===== src/rtl/pre_pkg.sv =====
// package for the prewitt rgb edge magnitude block
// shared types and constants; no dependencies
package pre_pkg;

   localparam int PIX_W = 24;
   localparam int ROW_W = 12;
   localparam int COL_W = 10;
   localparam int SUM_W = 17;

   localparam logic [0:0] CSR_WIDTH  = 1'b0;
   localparam logic [0:0] CSR_HEIGHT = 1'b1;

   typedef enum logic [1:0] {
      ST_IDLE,
      ST_READ,
      ST_ROOT,
      ST_SEND
   } state_type;

   // controller to datapath commands
   typedef struct packed {
      logic rd_stores;
      logic start_root;
      logic root_step;
      logic commit;
   } cmd_type;

   // datapath to controller status
   typedef struct packed {
      logic emit;
      logic root_done;
   } sts_type;

endpackage


===== src/rtl/pre_ctrl.sv =====
// controller for the prewitt edge block
// depends on pre_pkg
module pre_ctrl (
   input  logic              clock,
   input  logic              reset,
   input  logic              req_tvalid,
   output logic              req_tready,
   output logic              rsp_tvalid,
   input  logic              rsp_tready,
   input  pre_pkg::sts_type  sts,
   output pre_pkg::cmd_type  cmd
);
   import pre_pkg::*;

   state_type state_ff, state_in;

   // state register
   always_ff @(posedge clock) begin
      if (reset) state_ff <= ST_IDLE;
      else       state_ff <= state_in;
   end

   // next state
   always_comb begin
      state_in = state_ff;
      case (state_ff)
         ST_IDLE: if (req_tvalid) state_in = ST_READ;
         ST_READ: state_in = sts.emit ? ST_ROOT : ST_IDLE;
         ST_ROOT: if (sts.root_done) state_in = ST_SEND;
         ST_SEND: if (rsp_tready) state_in = ST_IDLE;
         default: state_in = ST_IDLE;
      endcase
   end

   // outputs
   always_comb begin
      cmd = '0;
      req_tready = 1'b0;
      rsp_tvalid = 1'b0;
      case (state_ff)
         ST_IDLE: begin
            req_tready = 1'b1;
            cmd.rd_stores = req_tvalid;
         end
         ST_READ: begin
            cmd.start_root = 1'b1;
            cmd.commit = 1'b1;
         end
         ST_ROOT: cmd.root_step = 1'b1;
         ST_SEND: rsp_tvalid = 1'b1;
         default: ;
      endcase
   end
endmodule


===== config.mk =====
export PLATFORM = sky130hd
export DESIGN_NAME = pre_ctrl
export DESIGN_NICKNAME = d
export VERILOG_FILES = /design/src/rtl/pre_pkg.sv /design/src/rtl/pre_ctrl.sv
export SDC_FILE = /design/constraint.sdc
export NUM_CORES = 1
export LEC_CHECK = 0
export BUFFER_PORTS_ARGS = -buffer_cell sky130_fd_sc_hd__buf_2
export CORE_AREA = 2 2 39 41
export DETAILED_ROUTE_END_ITERATION = 8
export DIE_AREA = 0 0 41 43
export GPL_ROUTABILITY_DRIVEN = 0
export MAX_ROUTING_LAYER = met4
export PLACE_DENSITY = 0.3
export SLEW_MARGIN = 20
export SYNTH_ARGS = -nofsm -noshare
export SYNTH_HDL_FRONTEND = slang
export SYNTH_SLANG_ARGS = --single-unit

===== constraint.sdc =====
create_clock -name clock -period 1.4 [get_ports clock]
set_input_delay 0.14 -clock clock [delete_from_list [all_inputs] [get_ports clock]]
set_output_delay 0.14 -clock clock [all_outputs]
set_load 0.02 [all_outputs]

==> flow_metrics.tcl <==
set metrics [dict create \
    postCtsHoldBufs 0 \
    synthCells 15 \
    critPathKind "flop to output port" \
    setup_slack_ns 0.212 \
    post-route-period-util 0.848 \
    grt_pass1_wl_um 593 \
    slew-limit-headroom 0.833 \
    overflow 0 \
    syn_avg_cell_area_um2 8.34 \
    io_pins 12 \
    htree_levels 1 \
    tritoncts "yes" \
    whs_ns 0.103 \
    rsz0062_at_grt "false" \
    syn2layout_area_growth_pct 72.0 \
    vias_per_cell 3.59 \
    drv_cap 0 \
    cell_internal_pwr_mw 0.188 \
    drtIter0Drc 1 \
    hold_class "primary input to flop" \
    yosysSeqAreaShare 0.320 \
    routed_wl_um 345 \
    clk_latency_ns 0.22 \
    syn-cell-area_um2 125 \
    power.switching_mw 0.0803 \
    worstPathArrival_ns 1.05 \
    numPortBuffers 11 \
    root_buffer "clkbuf_4" \
    comb_power_share 0.259 \
    seq_area_um2 40.0 \
    post_cts_resized 0 \
    p_leak_nw 0.106 \
    fin_skew_ns 0.00365 \
    worst_slew_pin_slew_ns 0.250 \
    cts_max_path_buffers 2 \
    drive_above_1_share 0.607 \
    required_ns 1.26 \
    cts_made_buffers 3 \
    ant_nets 0 \
    die_x_um 41 \
    core_area_um2 1380 \
    antenna_found_initial 0 \
    n_fill_cell 164 \
    clkPwrFrac 0.474 \
    switching_share 0.300 \
    end_kind "output port" \
    fmaxAchievable_ghz 0.842 \
    rows 14 \
    status "finished clean" \
    post-dp-hpwl_um 266 \
    diodes 0 \
    grt_pass1_vias 138 \
    yosysWarnings 0 \
    start_kind "flop" \
    syn_nets 21 \
    hold_violations 0 \
    fp.dieH_um 43 \
    dr.pass1.iters 2 \
    synth_cell_types 12 \
    cts.clk_slew.worst_paths_ns 0.03 \
    pre_cts_slack_ns 0.435 \
    irDropWorstVdd_v 0.000305 \
    slew_viol_final 0 \
    total_power_mw 0.268 \
    vias 158 \
    post_cts_buffers 0 \
    period_needed_ns 1.19 \
    clock_sinks 2 \
    power.density_nw_per_um2 1250 \
    die_area_um2 1760 \
    tns_ns 0 \
    multi_input_area_um2 77.6 \
    crit_fanout 8 \
    power_frac_seq 0.267 \
    fin_nets 36 \
    drcViolationCount 0 \
    start_util 0.0904 \
    setup_violations 0 \
    track_usage 0.0626 \
    ys_seq_elements 2 \
    wl_per_cell_um 7.84 \
    grt_max_degree 9 \
]
[synthesized netlist by cell type]
| library cell | n | area share |
|---|---|---|
| nor2b_1 | 1 | 0.050 |
| and2_1 | 1 | 0.050 |
| nor2b_2 | 1 | 0.070 |
| a22oi_1 | 1 | 0.060 |
| a211oi_1 | 2 | 0.12 |
| nand2_1 | 1 | 0.030 |
| and2_2 | 1 | 0.060 |
| nand2b_1 | 1 | 0.050 |
| nor2_1 | 2 | 0.060 |
| and2b_2 | 1 | 0.070 |
| dfxtp_1 | 2 | 0.32 |
| buf_4 | 1 | 0.060 |
[kinds of logic (layout without fill, tap and decap cells)]
family	Yosys count	after routing	share of synthesized area
AO/OA/AOI/OAI	3	3	0.180
flip-flops	2	2	0.320
buffers and inverters	1	14	0.0600
AND/OR/NAND/NOR	9	9	0.440
[area by class of cell]
class,count,share of cell area
multi-input cells,12,0.360
well taps,16,0.0930
flip-flops and latches,2,0.186
clock buffers,3,0.105
repair buffers,11,0.256
[power groups by stage]
stage | Clock [mW] | Sequential [mW] | Combinational (mW)
2_1_floorplan | 0 | 0.0705 | 0.0500
6_report | 0.127 | 0.0716 | 0.0695
4_1_cts | 0.137 | 0.0717 | 0.0707
3_3_place_gp | 0 | 0.0723 | 0.0710
5_1_grt | 0.150 | 0.0727 | 0.0784
3_5_place_dp | 0 | 0.0724 | 0.0704
[routing by layer]
metal	GRT usage	wire length [um]	up-vias
met2	0.0500	95	14
met3	0.0838	84	0
li1	-	-	78
met5	-	0	-
met4	0.0600	0	0
met1	0.0639	166	66
[layout by cell type (no fill, tap or decap)]
cell type	count
and2_2	1
nor2b_2	1
buf_2	11
nand2_1	1
nand2b_1	1
a22oi_1	1
dfxtp_1	2
nor2_1	2
and2b_2	1
a211oi_1	2
nor2b_1	1
clkbuf_4	3
and2_1	1
[worst paths after layout]
| path | cells after the start | slack, ns | to | from |
|---|---|---|---|---|
| min reg2reg | 1 | 0.54 | state_ff[0]$_SDFFE_PP0P_ | state_ff[0]$_SDFFE_PP0P_ |
| max | 3 | 0.21 | cmd[3] | flop |
| min | 2 | 0.10 | flop | reset |
| max reg2reg | 3 | 0.45 | state_ff[0]$_SDFFE_PP0P_ | flop |
[critical path: stages (launching register included)]
cell     delay (ns)
dfxtp_1        0.45
nor2_1         0.08
and2_1         0.15
buf_2          0.15
[metrics by stage]
step	util	std cells	instance area (um^2)
finish	0.156	44	215
global route	0.156	44	215
CTS	0.156	44	215
detailed placement	0.139	41	193
global placement	0.139	41	193
floorplan	-	15	125
No activity file was read; power rests on OpenSTA's default activity.
